$ cat src/rtl/wsd_pkg.sv
// Shared types and constants of the WebSocket frame deframer.
// Used by wsd_parser, wsd_emitter and websocket_frame_deframer_top.
`default_nettype none
package wsd_pkg;

    // Kind of a pending result request from the parser to the emitter
    localparam logic [1:0] KIND_SINGLE = 2'd0;
    localparam logic [1:0] KIND_PONG   = 2'd1;
    localparam logic [1:0] KIND_CLOSE  = 2'd2;

    // Result routes
    localparam logic [1:0] ROUTE_APP   = 2'd0;
    localparam logic [1:0] ROUTE_TX    = 2'd1;
    localparam logic [1:0] ROUTE_DROP  = 2'd2;
    localparam logic [1:0] ROUTE_CLOSE = 2'd3;

    // Frame opcodes and header values
    localparam logic [3:0] OP_PING     = 4'd9;
    localparam logic [6:0] LEN_EXT16   = 7'd126;
    localparam logic [6:0] LEN_EXT64   = 7'd127;
    localparam logic [7:0] PONG_HDR    = 8'h8A;
    localparam logic [31:0] PING_MAX   = 32'd125;
    localparam logic [31:0] MAX_RESET  = 32'd65535;
    localparam logic [2:0] CLOSE_LAST  = 3'd6;
    localparam logic [2:0] CLOSE_END   = 3'd7;

    typedef struct packed {
        logic [1:0] kind;
        logic [1:0] route;
        logic [7:0] data;
        logic       byte_valid;
        logic [3:0] opcode;
        logic       msg_end;
    } desc_t;

    typedef struct packed {
        logic [1:0] route;
        logic [7:0] data;
        logic       byte_valid;
        logic [3:0] opcode;
        logic       msg_end;
        logic       last;
    } result_t;

    // Close frame 88 05 "Error"
    function automatic logic [7:0] close_byte(input logic [2:0] idx);
        logic [7:0] b;
        unique case (idx)
            3'd0:    b = 8'h88;
            3'd1:    b = 8'h05;
            3'd2:    b = 8'h45;
            3'd3:    b = 8'h72;
            3'd4:    b = 8'h72;
            3'd5:    b = 8'h6F;
            3'd6:    b = 8'h72;
            default: b = 8'h00;
        endcase
        return b;
    endfunction

endpackage
`default_nettype wire

$ cat src/rtl/websocket_frame_deframer_top.sv
// WebSocket frame deframer, top level.
// Depends on wsd_pkg, wsd_parser and wsd_emitter.
//
// s_* takes raw client bytes, one per request. m_* returns results: unmasked
// payload for the application, bytes to transmit (pong, close frame), a drop
// event or a websocket-closed event. cfg_* writes max_payload at any time the
// block is idle; it is always ready.
// The first result of an accepted byte is loaded into the result register in
// wsd_emitter. Throughput: one byte per cycle while results are taken. A byte
// with one or no result never stalls the input while m_tready is high. A ping
// header that completes holds the input until both pong header bytes go out;
// a close sequence holds it until its eight results are taken. Rate is set by
// the single result register in wsd_emitter, expanding one request per byte.
// When m_tready is low the pending result holds and s_tready stays low until
// that result is taken; with the result register empty a byte is always taken.
// Reset (aresetn low, synchronous) returns to the first header byte, opens
// the connection and sets max_payload to 65535. After a drop or a close all
// further bytes are accepted and discarded until reset.
`default_nettype none
module websocket_frame_deframer_top import wsd_pkg::*; (
    input  wire logic        aclk,
    input  wire logic        aresetn,
    input  wire logic        s_tvalid,
    output logic             s_tready,
    input  wire logic [7:0]  s_tdata,   // [7:0] rx_byte
    output logic             m_tvalid,
    input  wire logic        m_tready,
    output logic [7:0]       m_tdata,   // [7:0] data
    output logic [7:0]       m_tuser,   // [1:0] route, [2] byte_valid, [6:3] frame_opcode, [7] last
    output logic             m_tlast,   // message_end
    input  wire logic        cfg_valid,
    output logic             cfg_ready,
    input  wire logic [31:0] cfg_data
);

    logic    accept;
    logic    desc_load;
    desc_t   desc;
    result_t result;

    assign accept    = s_tvalid && s_tready;
    assign cfg_ready = 1'b1;

    wsd_parser u_parser (
        .aclk      (aclk),
        .aresetn   (aresetn),
        .accept    (accept),
        .rx_byte   (s_tdata),
        .cfg_we    (cfg_valid),
        .cfg_value (cfg_data),
        .desc_load (desc_load),
        .desc      (desc)
    );

    wsd_emitter u_emitter (
        .aclk      (aclk),
        .aresetn   (aresetn),
        .load      (desc_load),
        .desc      (desc),
        .ready     (s_tready),
        .out_valid (m_tvalid),
        .out_ready (m_tready),
        .result    (result)
    );

    assign m_tdata = result.data;
    assign m_tuser = {result.last, result.opcode, result.byte_valid, result.route};
    assign m_tlast = result.msg_end;

endmodule
`default_nettype wire

$ cat src/rtl/wsd_parser.sv
// Header parser, length/mask check and payload unmasking, one byte per cycle while bytes are accepted.
// Depends on wsd_pkg; hands result requests to wsd_emitter.
`default_nettype none
module wsd_parser import wsd_pkg::*; (
    input  wire logic        aclk,
    input  wire logic        aresetn,
    input  wire logic        accept,
    input  wire logic [7:0]  rx_byte,
    input  wire logic        cfg_we,
    input  wire logic [31:0] cfg_value,
    output logic             desc_load,
    output desc_t            desc
);

    localparam logic [2:0] PH_HDR1    = 3'd0;
    localparam logic [2:0] PH_HDR2    = 3'd1;
    localparam logic [2:0] PH_EXT16   = 3'd2;
    localparam logic [2:0] PH_EXT64   = 3'd3;
    localparam logic [2:0] PH_MASK    = 3'd4;
    localparam logic [2:0] PH_PAYLOAD = 3'd5;

    logic [31:0] max_payload_reg;
    logic [2:0]  phase_reg, phase_next;
    logic [3:0]  hcount_reg, hcount_next;
    logic        fin_reg, fin_next;
    logic [3:0]  op_reg, op_next;
    // low 32 bits of the length plus a sticky flag for anything above them
    logic [31:0] len_reg, len_next;
    logic        len_hi_reg, len_hi_next;
    logic [31:0] key_reg, key_next;
    logic [1:0]  pos_reg, pos_next;
    logic        closed_reg, closed_next;
    logic        mseen_reg, mseen_next;

    logic        check;
    logic        hdr_done;
    logic [7:0]  key_byte;
    logic [7:0]  plain;
    logic        pay_end;

    always_comb begin
        phase_next  = phase_reg;
        hcount_next = hcount_reg;
        fin_next    = fin_reg;
        op_next     = op_reg;
        len_next    = len_reg;
        len_hi_next = len_hi_reg;
        key_next    = key_reg;
        pos_next    = pos_reg;
        closed_next = closed_reg;
        mseen_next  = mseen_reg;
        desc_load   = 1'b0;
        desc        = '0;
        check       = 1'b0;
        hdr_done    = 1'b0;
        key_byte    = 8'h00;
        plain       = 8'h00;
        pay_end     = 1'b0;

        if (accept && !closed_reg) begin
            unique case (phase_reg)
                PH_HDR1: begin
                    fin_next   = rx_byte[7];
                    op_next    = rx_byte[3:0];
                    phase_next = PH_HDR2;
                end
                PH_HDR2: begin
                    mseen_next  = rx_byte[7];
                    hcount_next = '0;
                    len_next    = '0;
                    len_hi_next = 1'b0;
                    if (rx_byte[6:0] == LEN_EXT16) begin
                        phase_next = PH_EXT16;
                    end else if (rx_byte[6:0] == LEN_EXT64) begin
                        phase_next = PH_EXT64;
                    end else begin
                        len_next = {25'd0, rx_byte[6:0]};
                        check    = 1'b1;
                    end
                end
                PH_EXT16, PH_EXT64: begin
                    len_next    = {len_reg[23:0], rx_byte};
                    len_hi_next = len_hi_reg | (len_reg[31:24] != 8'h00);
                    hcount_next = hcount_reg + 4'd1;
                    if (hcount_next >= ((phase_reg == PH_EXT16) ? 4'd2 : 4'd8)) begin
                        check = 1'b1;
                    end
                end
                PH_MASK: begin
                    key_next    = {key_reg[23:0], rx_byte};
                    hcount_next = hcount_reg + 4'd1;
                    if (hcount_next >= 4'd4) begin
                        hdr_done = 1'b1;
                    end
                end
                PH_PAYLOAD: begin
                    unique case (pos_reg)
                        2'd0: key_byte = key_reg[31:24];
                        2'd1: key_byte = key_reg[23:16];
                        2'd2: key_byte = key_reg[15:8];
                        default: key_byte = key_reg[7:0];
                    endcase
                    plain    = rx_byte ^ key_byte;
                    pos_next = pos_reg + 2'd1;
                    len_next = (len_reg != 32'd0) ? len_reg - 32'd1 : 32'd0;
                    pay_end  = (len_next == 32'd0);
                    desc_load       = 1'b1;
                    desc.kind       = KIND_SINGLE;
                    desc.data       = plain;
                    desc.byte_valid = 1'b1;
                    desc.msg_end    = pay_end;
                    if (op_reg == OP_PING) begin
                        desc.route = ROUTE_TX;
                    end else begin
                        desc.route  = ROUTE_APP;
                        desc.opcode = op_reg;
                    end
                    if (pay_end) begin
                        phase_next = PH_HDR1;
                    end
                end
                default: phase_next = PH_HDR1;
            endcase

            // full length known: mask and size check
            if (check) begin
                if (!mseen_next || len_hi_next || (len_next > max_payload_reg)) begin
                    desc_load   = 1'b1;
                    desc.kind   = KIND_SINGLE;
                    desc.route  = ROUTE_DROP;
                    closed_next = 1'b1;
                end else begin
                    phase_next  = PH_MASK;
                    hcount_next = '0;
                    key_next    = '0;
                end
            end

            // mask key complete
            if (hdr_done) begin
                pos_next = '0;
                if (!fin_reg || (op_reg == OP_PING && (len_hi_reg || len_reg > PING_MAX))) begin
                    desc_load   = 1'b1;
                    desc.kind   = KIND_CLOSE;
                    closed_next = 1'b1;
                end else begin
                    if (op_reg == OP_PING) begin
                        desc_load    = 1'b1;
                        desc.kind    = KIND_PONG;
                        desc.route   = ROUTE_TX;
                        desc.data    = len_reg[7:0];
                        desc.msg_end = (len_reg == 32'd0);
                    end else if (len_reg == 32'd0) begin
                        desc_load    = 1'b1;
                        desc.kind    = KIND_SINGLE;
                        desc.route   = ROUTE_APP;
                        desc.opcode  = op_reg;
                        desc.msg_end = 1'b1;
                    end
                    phase_next = (len_reg != 32'd0) ? PH_PAYLOAD : PH_HDR1;
                end
            end
        end
    end

    always_ff @(posedge aclk) begin
        if (!aresetn) begin
            max_payload_reg <= MAX_RESET;
            phase_reg       <= PH_HDR1;
            hcount_reg      <= '0;
            fin_reg         <= 1'b0;
            op_reg          <= '0;
            len_reg         <= '0;
            len_hi_reg      <= 1'b0;
            key_reg         <= '0;
            pos_reg         <= '0;
            closed_reg      <= 1'b0;
            mseen_reg       <= 1'b0;
        end else begin
            if (cfg_we) begin
                max_payload_reg <= cfg_value;
            end
            phase_reg  <= phase_next;
            hcount_reg <= hcount_next;
            fin_reg    <= fin_next;
            op_reg     <= op_next;
            len_reg    <= len_next;
            len_hi_reg <= len_hi_next;
            key_reg    <= key_next;
            pos_reg    <= pos_next;
            closed_reg <= closed_next;
            mseen_reg  <= mseen_next;
        end
    end

endmodule
`default_nettype wire

$ cat src/rtl/wsd_emitter.sv
// Result register: holds one request and expands it into one, two or eight results.
// Depends on wsd_pkg; fed by wsd_parser.
`default_nettype none
module wsd_emitter import wsd_pkg::*; (
    input  wire logic  aclk,
    input  wire logic  aresetn,
    input  wire logic  load,
    input  wire desc_t desc,
    output logic       ready,
    output logic       out_valid,
    input  wire logic  out_ready,
    output result_t    result
);

    desc_t      desc_reg;
    logic       valid_reg;
    logic [2:0] idx_reg;
    logic       final_res;

    always_comb begin
        result    = '0;
        final_res = 1'b1;
        unique case (desc_reg.kind)
            KIND_PONG: begin
                result.route      = ROUTE_TX;
                result.byte_valid = 1'b1;
                if (idx_reg == 3'd0) begin
                    result.data = PONG_HDR;
                    final_res   = 1'b0;
                end else begin
                    result.data    = desc_reg.data;
                    result.msg_end = desc_reg.msg_end;
                end
            end
            KIND_CLOSE: begin
                if (idx_reg == CLOSE_END) begin
                    result.route = ROUTE_CLOSE;
                end else begin
                    result.route      = ROUTE_TX;
                    result.data       = close_byte(idx_reg);
                    result.byte_valid = 1'b1;
                    result.msg_end    = (idx_reg == CLOSE_LAST);
                    final_res         = 1'b0;
                end
            end
            default: begin
                result.route      = desc_reg.route;
                result.data       = desc_reg.data;
                result.byte_valid = desc_reg.byte_valid;
                result.opcode     = desc_reg.opcode;
                result.msg_end    = desc_reg.msg_end;
            end
        endcase
        result.last = final_res;
    end

    assign out_valid = valid_reg;
    assign ready     = !valid_reg || (out_ready && final_res);

    always_ff @(posedge aclk) begin
        if (!aresetn) begin
            valid_reg <= 1'b0;
            idx_reg   <= '0;
        end else if (load) begin
            valid_reg <= 1'b1;
            idx_reg   <= '0;
        end else if (valid_reg && out_ready) begin
            if (final_res) begin
                valid_reg <= 1'b0;
            end else begin
                idx_reg <= idx_reg + 3'd1;
            end
        end
    end

    always_ff @(posedge aclk) begin
        if (load) begin
            desc_reg <= desc;
        end
    end

endmodule
`default_nettype wire

$ cat config.mk
export PLATFORM = sky130hd
export DESIGN_NAME = websocket_frame_deframer_top
export DESIGN_NICKNAME = d
export VERILOG_FILES = /design/src/rtl/wsd_pkg.sv /design/src/rtl/websocket_frame_deframer_top.sv /design/src/rtl/wsd_parser.sv /design/src/rtl/wsd_emitter.sv
export SDC_FILE = /design/constraint.sdc
export NUM_CORES = 1
export LEC_CHECK = 0
export BUFFER_PORTS_ARGS = -buffer_cell sky130_fd_sc_hd__buf_2
export CAP_MARGIN = 5
export CORE_MARGIN = 2
export CORE_UTILIZATION = 56
export DETAILED_ROUTE_END_ITERATION = 7
export PLACE_DENSITY = 0.82
export SLEW_MARGIN = 20
export SYNTH_ARGS = -nofsm -noshare
export SYNTH_HDL_FRONTEND = slang
export SYNTH_HIERARCHICAL = 1
export SYNTH_SLANG_ARGS = --single-unit
$ cat constraint.sdc
create_clock -name aclk -period 6.4 [get_ports aclk]
set_input_delay 0.64 -clock aclk [delete_from_list [all_inputs] [get_ports aclk]]
set_output_delay 0.64 -clock aclk [all_outputs]
set_load 0.01 [all_outputs]
==> results of run 1 <==
[per-stage QoR]
step / setup WS [ns] / hold slack (ns) / cells / util, % / cell area [µm²]
final: 0.670 / 0.438 / 1186 / 64.6 / 9030
after CTS: 0.808 / 0.426 / 1186 / 64.6 / 9030
after global placement: 1.13 / 0.446 / 1154 / 60.2 / 8420
after detailed placement: 0.824 / 0.461 / 1154 / 60.2 / 8420
after floorplan: 1.50 / 0.432 / 966 / - / 8080
after global routing: 0.228 / 0.429 / 1186 / 64.6 / 9030
[cell usage in the layout, fill, tap and decap left out, drive strengths merged, types with 11 or more instances in the layout]
cell / instances
nor3: 28
inv: 62
a22oi: 11
nand3: 17
nor4: 13
clkbuf: 20
ha: 48
a21oi: 44
nor2: 101
o211ai: 22
edfxtp: 18
a22o: 41
nor2b: 11
mux2i: 33
dfxtp: 117
buf: 71
nand2b: 15
xnor2: 12
nand2: 91
o21ai: 62
nand4: 12
[synthesized netlist by cell type, types with 8 or more instances]
library cell  count  area, µm²
nor2_1          101        379
nor4_1           12       75.1
mux2i_1          33        330
nand2_1          91        342
inv_1            57        214
o21ai_0          55        275
dfxtp_1         117       2340
nand4_1          12       75.1
nor3_1           28        140
clkbuf_1         51        191
a22o_1           41        359
o211a_1          10        100
xor2_1            8       70.1
xnor2_1          12        105
nor2b_1          10       62.6
and2_1           10       62.6
a222oi_1          8       80.1
ha_1             48        601
a21oi_1          43        215
edfxtp_1         18        541
nand3_1          17       85.1
nand2b_1         15       93.8
a22oi_1          11       82.6
o211ai_1         21        158
or3_1             9       56.3
[routing by layer]
metal  track usage [%]  vias to the layer above  share of wire (%)
li1                  -                     3583                  -
met1              38.9                     3480                 43
met2              45.2                      447                 45
met3              6.50                       51                9.4
met4              10.7                        0                2.7
met5                 0                        -                  0
[final timing paths]
path,end,slack (ns),cells after the start
worst max-delay path,u_emitter/idx_reg[0],0.67,19
worst min register to register,u_parser/mseen_reg,0.48,2
worst min-delay path,u_parser/max_payload_reg[5],0.44,3
worst max register to register,u_emitter/idx_reg[0],0.67,19
[worst reg2reg max path: stages (launching register included)]
cell      delay (ns)
dfxtp_1         0.39
inv_1           0.13
ha_1            0.25
or3b_1          0.46
nor2_1          0.39
nand4_1         0.32
nand2_1         0.69
o21ai_0         0.21
a221o_1         0.37
ha_1            0.32
a211oi_1        0.23
a211oi_1        0.10
o21ai_0         0.15
o211ai_1        0.19
o22ai_1         0.42
a21oi_1         0.18
o21bai_2        0.29
nor2b_1         0.36
nand2_1         0.09
mux2i_1         0.14
[power by group through the flow]
stage | Combinational (W) | Sequential (W) | Clock, W
after floorplan | 0.000365 | 0.000943 | 0
after global placement | 0.000456 | 0.000972 | 0
after detailed placement | 0.000465 | 0.000973 | 0
after CTS | 0.000470 | 0.000955 | 0.00101
after global routing | 0.000534 | 0.000963 | 0.00105
final | 0.000481 | 0.000958 | 0.000993
[cell families (layout without fill, tap and decap cells)]
kind of cell	Yosys count	in the layout	share of synthesized area, %
AND/OR/NAND/NOR	336	336	20.2
XOR/XNOR	20	20	2.17
flip-flops	135	135	35.7
other	1	1	0.0464
AO/OA/AOI/OAI	271	271	24.2
multiplexers	34	34	4.23
buffers and inverters	121	161	6.04
adder cells (fa/ha/maj)	48	48	7.44
[cell type report]
type                    instances  area share [%]
multi-input cells             710            52.3
flip-flops and latches        135            31.9
clock buffers                  20            5.18
repair buffers                 71            4.16
well taps                     180            2.49
inverters                      58            2.41
clock inverters                12            1.55
==> report_table.html, run 1 <==
<table>
<tr><th>Metric</th><th>Value</th></tr>
<tr><th colspan="2">Status</th></tr>
<tr><td>Status</td><td>finished, final reports clean</td></tr>
<tr><th colspan="2">Clock network</th></tr>
<tr><td>Number of gates resized after CTS</td><td>0</td></tr>
<tr><td>Number of buffers inserted to repair setup after CTS</td><td>0</td></tr>
<tr><td>Post-CTS Hold Fix Bufs</td><td>0</td></tr>
<tr><td>Cts bufs inserted</td><td>17</td></tr>
<tr><td>TritonCTS clock tree</td><td>built</td></tr>
<tr><td>Clock edge transition at the registers on the reported setup and hold paths</td><td>around 0.07 ns</td></tr>
<tr><td>H-tree level count</td><td>4</td></tr>
<tr><td>Later-pin clock latency in the skew report</td><td>between 0.4 and 0.5 ns</td></tr>
<tr><td>Root buffer cell</td><td>clkbuf_16</td></tr>
<tr><td>Maximum number of buffers from clock root to sink</td><td>2</td></tr>
<tr><td>Sinks on Clock Net</td><td>between 100 and 150</td></tr>
<tr><th colspan="2">Yosys</th></tr>
<tr><td>Cell count after synthesis</td><td>966</td></tr>
<tr><td>Count of flip-flops with a built-in enable after synthesis</td><td>18</td></tr>
<tr><td>Per-instance average area after synthesis</td><td>between 8 and 9 µm²</td></tr>
<tr><td>Post-synthesis instance area</td><td>8080 µm²</td></tr>
<tr><td>Count of unique library cells instantiated by Yosys</td><td>81</td></tr>
<tr><td>Seq cells post-synth</td><td>135</td></tr>
<tr><td>Most used DFF post-synth</td><td>dfxtp_1</td></tr>
<tr><td>Async S/R FF share, synth</td><td>0%</td></tr>
<tr><td>Yosys synthesis warning count</td><td>6</td></tr>
<tr><td>Share of the yosys chip area belonging to registers</td><td>35.7%</td></tr>
<tr><td>Mapped Nets</td><td>1059</td></tr>
<tr><th colspan="2">Timing</th></tr>
<tr><td>Min cycle time layout</td><td>roughly 5.7 ns</td></tr>
<tr><td>Slew @ Worst Pin</td><td>0.979 ns</td></tr>
<tr><td>Achievable Freq</td><td>approximately 170 MHz</td></tr>
<tr><td>Period utilisation layout</td><td>89.5%</td></tr>
<tr><td>Worst relative slew slack</td><td>between 30% and 40%</td></tr>
<tr><td>Setup TNS</td><td>0 ns</td></tr>
<tr><td>Clock Skews</td><td>0.0151 ns</td></tr>
<tr><td>RSZ-0062 raised after global routing</td><td>false</td></tr>
<tr><td>Fin. max-slew vios</td><td>0</td></tr>
<tr><td>Final-report hold violation count</td><td>0</td></tr>
<tr><td>Number of failing setup endpoints in the final timing report</td><td>0</td></tr>
<tr><th colspan="2">Pwr</th></tr>
<tr><td>Final total power</td><td>between 0.002 and 0.0025 W</td></tr>
<tr><td>Power share of the sequential group</td><td>between 30% and 40%</td></tr>
<tr><td>Static leakage power</td><td>approximately 3.8 nW</td></tr>
<tr><td>Relative contribution of the clock network to total power</td><td>40.8%</td></tr>
<tr><td>Total power divided by cell area</td><td>269 nW/µm²</td></tr>
<tr><td>Combinational share of power</td><td>19.8%</td></tr>
<tr><td>NetSw</td><td>between 0.0007 and 0.0008 W</td></tr>
<tr><td>Worst vdd ir</td><td>around 0.00020 V</td></tr>
<tr><td>Internal power consumption</td><td>about 0.0017 W</td></tr>
<tr><td>Switching power share of the total</td><td>30.5%</td></tr>
<tr><th colspan="2">Worst setup path</th></tr>
<tr><td>Max incr delay on CP</td><td>~0.68 ns</td></tr>
<tr><td>Launch instance of the worst register-to-register path</td><td>u_parser/len_reg[0]</td></tr>
<tr><td>Crit path launch</td><td>u_parser/len_reg[0]</td></tr>
<tr><td>Family with the most delay on the worst path</td><td>simple AND/OR/NAND/NOR gates</td></tr>
<tr><td>Maximum fanout along the worst path</td><td>22</td></tr>
<tr><td>CP required</td><td>around 6.8 ns</td></tr>
<tr><td>Number of buffers and inverters on the critical path</td><td>1</td></tr>
<tr><td>Kind of end point of the critical path</td><td>register</td></tr>
<tr><td>CP startpoint kind</td><td>register</td></tr>
<tr><td>Critical path type</td><td>reg2reg</td></tr>
<tr><td>Max stage delay cell, worst path</td><td>nand2_1</td></tr>
<tr><td>Critical Path AT</td><td>around 6.1 ns</td></tr>
<tr><td>Worst-path cell chain</td><td>inv_1 &gt; ha_1 &gt; or3b_1 &gt; nor2_1 &gt; nand4_1 &gt; nand2_1 &gt; o21ai_0 &gt; a221o_1 &gt; ha_1 &gt; a211oi_1 &gt; a211oi_1 &gt; o21ai_0 &gt; o211ai_1 &gt; o22ai_1 &gt; a21oi_1 &gt; o21bai_2 &gt; nor2b_1 &gt; nand2_1 &gt; mux2i_1</td></tr>
<tr><th colspan="2">Cells and area</th></tr>
<tr><td>Antenna fix cells</td><td>0</td></tr>
<tr><td>Post-synthesis to final-layout area growth</td><td>11.9%</td></tr>
<tr><td>Final Net Count</td><td>1086</td></tr>
<tr><td>Area of the multi-input gates</td><td>4720 µm²</td></tr>
<tr><td>FF+latch area</td><td>a little under 3000 µm²</td></tr>
<tr><td>Layout filler cell count</td><td>between 1000 and 1500</td></tr>
<tr><td>Ratio of cells with drive above 1 in the final layout</td><td>12.4%</td></tr>
<tr><th colspan="2">Routing</th></tr>
<tr><td>Drt wl/cell</td><td>between 15 and 20 µm</td></tr>
<tr><td>Overall routed net length</td><td>21.6 mm</td></tr>
<tr><td>Residual antenna-violating net count after detailed routing</td><td>0</td></tr>
<tr><td>DRC Markers</td><td>0</td></tr>
<tr><td>Detailed-routing iteration count for the pre-antenna-repair pass</td><td>6</td></tr>
<tr><td>Per-cell via count in the routed design</td><td>6.38</td></tr>
<tr><td>Total number of vias</td><td>roughly 7600</td></tr>
<tr><td>DR iter-0 viols</td><td>906</td></tr>
<tr><th colspan="2">Global routing</th></tr>
<tr><td>Via count of the first global-routing pass</td><td>6927</td></tr>
<tr><td>First-pass GRT wire length</td><td>34.9 mm</td></tr>
<tr><td>Grt ovf</td><td>0</td></tr>
<tr><td>Total Routing Usage GR</td><td>28.9%</td></tr>
<tr><td>Largest net degree at the start of global routing</td><td>48</td></tr>
<tr><td>Antenna violations before repair</td><td>0</td></tr>
<tr><th colspan="2">Min path</th></tr>
<tr><td>Worst hold path class</td><td>in2reg</td></tr>
<tr><td>Hold wc startpoint</td><td>cfg_data[5]</td></tr>
<tr><th colspan="2">Floorplanning</th></tr>
<tr><td>Die span in x</td><td>124 µm</td></tr>
<tr><td>Site Rows</td><td>43</td></tr>
<tr><td>Die area</td><td>15400 µm²</td></tr>
<tr><td>Die Ht</td><td>124 µm</td></tr>
<tr><td>Effective utilization at floorplan</td><td>57.7%</td></tr>
<tr><td>Area of the core region</td><td>about 14000 µm²</td></tr>
<tr><td>I/O pin cnt</td><td>65</td></tr>
<tr><th colspan="2">Placed design</th></tr>
<tr><td>Number of buffers added on ports</td><td>63</td></tr>
<tr><td>HPWL after DPL</td><td>14.8 mm</td></tr>
<tr><td>Routability congestion estimate from global placement</td><td>roughly 0.95</td></tr>
<tr><th colspan="2">Flow run</th></tr>
<tr><td>Max_cap viols</td><td>0</td></tr>
</table>
(Power assumes the default switching activity.)
==> run 2: changes to the inputs <==
--- a/config.mk
+++ b/config.mk
@@ -10,6 +10,7 @@
 export CORE_MARGIN = 2
 export CORE_UTILIZATION = 56
 export DETAILED_ROUTE_END_ITERATION = 7
+export GPL_TIMING_DRIVEN = 0
 export PLACE_DENSITY = 0.82
 export SLEW_MARGIN = 20
 export SYNTH_ARGS = -nofsm -noshare
==> report_table.html, run 2 (synthesis gave the netlist of run 1 again) <==
<table>
<tr><th>Metric</th><th>Value</th></tr>
<tr><th colspan="2">Status</th></tr>
<tr><td>Status</td><td>finished, final reports clean</td></tr>
<tr><th colspan="2">Worst setup path</th></tr>
<tr><td>Critical path type</td><td>reg2reg</td></tr>
<tr><td>Kind of end point of the critical path</td><td>register</td></tr>
<tr><td>Family with the most delay on the worst path</td><td>simple AND/OR/NAND/NOR gates</td></tr>
<tr><td>Worst-path cell chain</td><td>inv_1 &gt; ha_1 &gt; or3b_1 &gt; nor2_2 &gt; nand4_1 &gt; nand2_1 &gt; clkbuf_2 &gt; o21ai_0 &gt; a221o_1 &gt; ha_1 &gt; nand4_1 &gt; or4_1 &gt; o22ai_1 &gt; a21oi_1 &gt; o21bai_2 &gt; buf_8 &gt; nor2b_1 &gt; nand2_1 &gt; mux2i_1</td></tr>
<tr><td>Endpoint of the worst register-to-register path</td><td>u_emitter/idx_reg[1]</td></tr>
<tr><td>CP required</td><td>6.75 ns (about the same)</td></tr>
<tr><td>Max stage delay cell, worst path</td><td>or4_1</td></tr>
<tr><td>Maximum fanout along the worst path</td><td>17 (-23%)</td></tr>
<tr><td>Worst reg-to-reg path cell count</td><td>19 (unchanged)</td></tr>
<tr><td>Number of buffers and inverters on the critical path</td><td>3 (+2)</td></tr>
<tr><td>Reg2reg setup slack</td><td>0.29 ns (-0.38 ns)</td></tr>
<tr><td>Max incr delay on CP</td><td>0.58 ns (-0.10 ns)</td></tr>
<tr><td>CP startpoint kind</td><td>register</td></tr>
<tr><td>Launch instance of the worst register-to-register path</td><td>u_parser/len_reg[0]</td></tr>
<tr><td>Critical Path AT</td><td>6.46 ns (+0.37 ns)</td></tr>
<tr><th colspan="2">Min path</th></tr>
<tr><td>Hold wc startpoint</td><td>cfg_data[15]</td></tr>
<tr><td>Worst hold path class</td><td>in2reg</td></tr>
<tr><td>Hold Path Stages</td><td>3 (unchanged)</td></tr>
<tr><td>Endpoint, Worst Hold</td><td>u_parser/max_payload_reg[15]</td></tr>
<tr><th colspan="2">Placed design</th></tr>
<tr><td>Post-placement cell count</td><td>1209 (+4.8%)</td></tr>
<tr><td>Placed standard-cell area</td><td>8630 µm² (+2.5%)</td></tr>
<tr><td>Number of buffers added on ports</td><td>62 (-1.6%)</td></tr>
<tr><td>Routability congestion estimate from global placement</td><td>1.04 (+8.8%)</td></tr>
<tr><td>HPWL after DPL</td><td>17.4 mm (+18%)</td></tr>
<tr><th colspan="2">Pwr</th></tr>
<tr><td>Static leakage power</td><td>3.88 nW (+1.9%)</td></tr>
<tr><td>Total power divided by cell area</td><td>264 nW/µm² (-2.1%)</td></tr>
<tr><td>Worst vdd ir</td><td>0.000206 V (+4.3%)</td></tr>
<tr><th colspan="2">Timing</th></tr>
<tr><td>Slew @ Worst Pin</td><td>0.991 ns (+0.0118 ns)</td></tr>
<tr><td>Clock Skews</td><td>0.00681 ns (-0.00832 ns)</td></tr>
<tr><td>Worst relative slew slack</td><td>33.9% (-0.78 points)</td></tr>
<tr><td>Min cycle time layout</td><td>6.11 ns (+0.380 ns)</td></tr>
<tr><td>Period utilisation layout</td><td>95.5% (+5.9 points)</td></tr>
<tr><td>Achievable Freq</td><td>164 MHz (-6.2%)</td></tr>
<tr><td>RSZ-0062 raised after global routing</td><td>false</td></tr>
<tr><td>Number of failing setup endpoints in the final timing report</td><td>0 (unchanged)</td></tr>
<tr><td>Final-report hold violation count</td><td>0 (unchanged)</td></tr>
<tr><td>Setup TNS</td><td>0 ns (unchanged)</td></tr>
<tr><td>Fin. max-slew vios</td><td>0 (unchanged)</td></tr>
<tr><th colspan="2">Cells and area</th></tr>
<tr><td>Ratio of cells with drive above 1 in the final layout</td><td>11.5% (-0.93 points)</td></tr>
<tr><td>Final Net Count</td><td>1141 (+5.1%)</td></tr>
<tr><td>Antenna fix cells</td><td>0 (unchanged)</td></tr>
<tr><td>Layout filler cell count</td><td>1198 (+1.6%)</td></tr>
<tr><td>Post-synthesis to final-layout area growth</td><td>14.1%</td></tr>
<tr><td>Post-route non-filler standard cell count</td><td>1241 (+4.6%)</td></tr>
<tr><td>Final Instance Area</td><td>9220 µm² (+2.0%)</td></tr>
<tr><td>Most frequent cells in the layout</td><td>117 x dfxtp_1, 100 x nor2_1, 91 x nand2_1, 65 x buf_2, 57 x inv_1</td></tr>
<tr><td>Leading cell type in the layout, fill and taps excluded</td><td>dfxtp_1</td></tr>
<tr><th colspan="2">Clock network</th></tr>
<tr><td>Cts bufs inserted</td><td>17 (unchanged)</td></tr>
<tr><td>Number of buffers inserted to repair setup after CTS</td><td>0 (unchanged)</td></tr>
<tr><td>H-tree level count</td><td>4 (unchanged)</td></tr>
<tr><td>Maximum number of buffers from clock root to sink</td><td>2 (unchanged)</td></tr>
<tr><td>Later-pin clock latency in the skew report</td><td>0.42 ns (about the same)</td></tr>
<tr><td>TritonCTS clock tree</td><td>built</td></tr>
<tr><td>Post-CTS Hold Fix Bufs</td><td>0 (unchanged)</td></tr>
<tr><td>Sinks on Clock Net</td><td>135 (unchanged)</td></tr>
<tr><td>Root buffer cell</td><td>clkbuf_16</td></tr>
<tr><td>Clock edge transition at the registers on the reported setup and hold paths</td><td>0.06 ns (about the same)</td></tr>
<tr><td>Number of gates resized after CTS</td><td>0 (unchanged)</td></tr>
<tr><th colspan="2">Flow run</th></tr>
<tr><td>Max_cap viols</td><td>0 (unchanged)</td></tr>
<tr><th colspan="2">Floorplanning</th></tr>
<tr><td>Die span in x</td><td>124 µm (unchanged)</td></tr>
<tr><td>Die area</td><td>15400 µm² (unchanged)</td></tr>
<tr><td>Die Ht</td><td>124 µm (unchanged)</td></tr>
<tr><td>I/O pin cnt</td><td>65 (unchanged)</td></tr>
<tr><td>Effective utilization at floorplan</td><td>57.7% (unchanged)</td></tr>
<tr><td>Site Rows</td><td>43 (unchanged)</td></tr>
<tr><td>Area of the core region</td><td>14000 µm² (unchanged)</td></tr>
<tr><th colspan="2">Global routing</th></tr>
<tr><td>Largest net degree at the start of global routing</td><td>18 (-63%)</td></tr>
<tr><td>Via count of the first global-routing pass</td><td>7287 (+5.2%)</td></tr>
<tr><td>Total Routing Usage GR</td><td>31.7% (+2.8 points)</td></tr>
<tr><td>Grt ovf</td><td>0 (unchanged)</td></tr>
<tr><td>Antenna violations before repair</td><td>0 (unchanged)</td></tr>
<tr><td>First-pass GRT wire length</td><td>37.2 mm (+6.4%)</td></tr>
<tr><th colspan="2">Routing</th></tr>
<tr><td>Per-cell via count in the routed design</td><td>6.40 (+0.35%)</td></tr>
<tr><td>Overall routed net length</td><td>24.0 mm (+11%)</td></tr>
<tr><td>Total number of vias</td><td>7939 (+5.0%)</td></tr>
<tr><td>DRC Markers</td><td>0 (unchanged)</td></tr>
<tr><td>DR iter-0 viols</td><td>1047 (+16%)</td></tr>
<tr><td>Drt wl/cell</td><td>19.3 µm (+6.2%)</td></tr>
<tr><td>Residual antenna-violating net count after detailed routing</td><td>0 (unchanged)</td></tr>
<tr><td>Detailed-routing iteration count for the pre-antenna-repair pass</td><td>8 (+2)</td></tr>
</table>
[run 2: cell types whose count changed in the layout (fill, tap and decap cells not counted), moves of 3 or more]
cell / change
inv_6: -3
buf_4: -6
clkbuf_8: +4
clkbuf_1: +51
buf_6: +3
buf_1: +4
[run 2: worst register-to-register path, delay by kind of cell, from the launching register on]
| family | cells | cell delay [ns] |
|---|---|---|
| simple gates | 8 | 2.71 |
| compound gates | 5 | 1.48 |
| buf+inv | 3 | 0.69 |
| fa+ha+maj | 2 | 0.57 |
| flops | 1 | 0.42 |
| mux | 1 | 0.16 |
[run 2: how the worst max path moves through the flow]
stage | start | end | slack [ns] | cells after the start
floorplan | u_parser/len_reg[26] | u_emitter/idx_reg[0] | 1.50 | 17
global placement | u_parser/len_reg[0] | u_emitter/idx_reg[1] | 0.03 | 18
detailed placement | u_parser/len_reg[0] | u_emitter/idx_reg[2] | 0.36 | 19
CTS | u_parser/len_reg[0] | u_emitter/idx_reg[1] | 0.27 | 19
global route | u_parser/len_reg[26] | u_emitter/idx_reg[1] | 0.03 | 18
finish | u_parser/len_reg[0] | u_emitter/idx_reg[1] | 0.29 | 19
[run 2: cell type report]
type / instances / area, µm² / share of cell area (%)
multi-input cells: 710 / 4720 / 51.2
well taps: 180 / 225 / 2.44
flip-flops and latches: 135 / 2880 / 31.3
inverters: 58 / 218 / 2.36
plain buffers: 63 / 273 / 2.96
clock inverters: 7 / 66.3 / 0.720
repair buffers: 63 / 325 / 3.53
clock buffers: 25 / 505 / 5.49
[run 2: stage by stage]
stage	setup WS [ns]	utilization (%)	hold WS (ns)	total power [W]
final	0.290	65.9	0.430	0.00243
after global routing	0.0326	65.9	0.428	0.00253
after CTS	0.271	65.8	0.416	0.00242
after detailed placement	0.358	61.7	0.447	0.00147
after global placement	0.0254	61.6	0.441	0.00146
after floorplan	1.50	-	0.432	0.00131
[run 2: per-layer routing]
metal	track usage, %	vias up	part of all wire (%)
li1	-	3698	-
met1	41.8	3697	42
met3	8.42	72	11
met4	14.3	0	3.5
met5	0	-	0
met2	48.6	472	44
[run 2: power by group]
part / switching, W / internal, W / total (W)
sequential: 0.0000366 / 0.000902 / 0.000939
clock: 0.000363 / 0.000585 / 0.000947
combinational: 0.000355 / 0.000189 / 0.000543
total: 0.000754 / 0.00168 / 0.00243
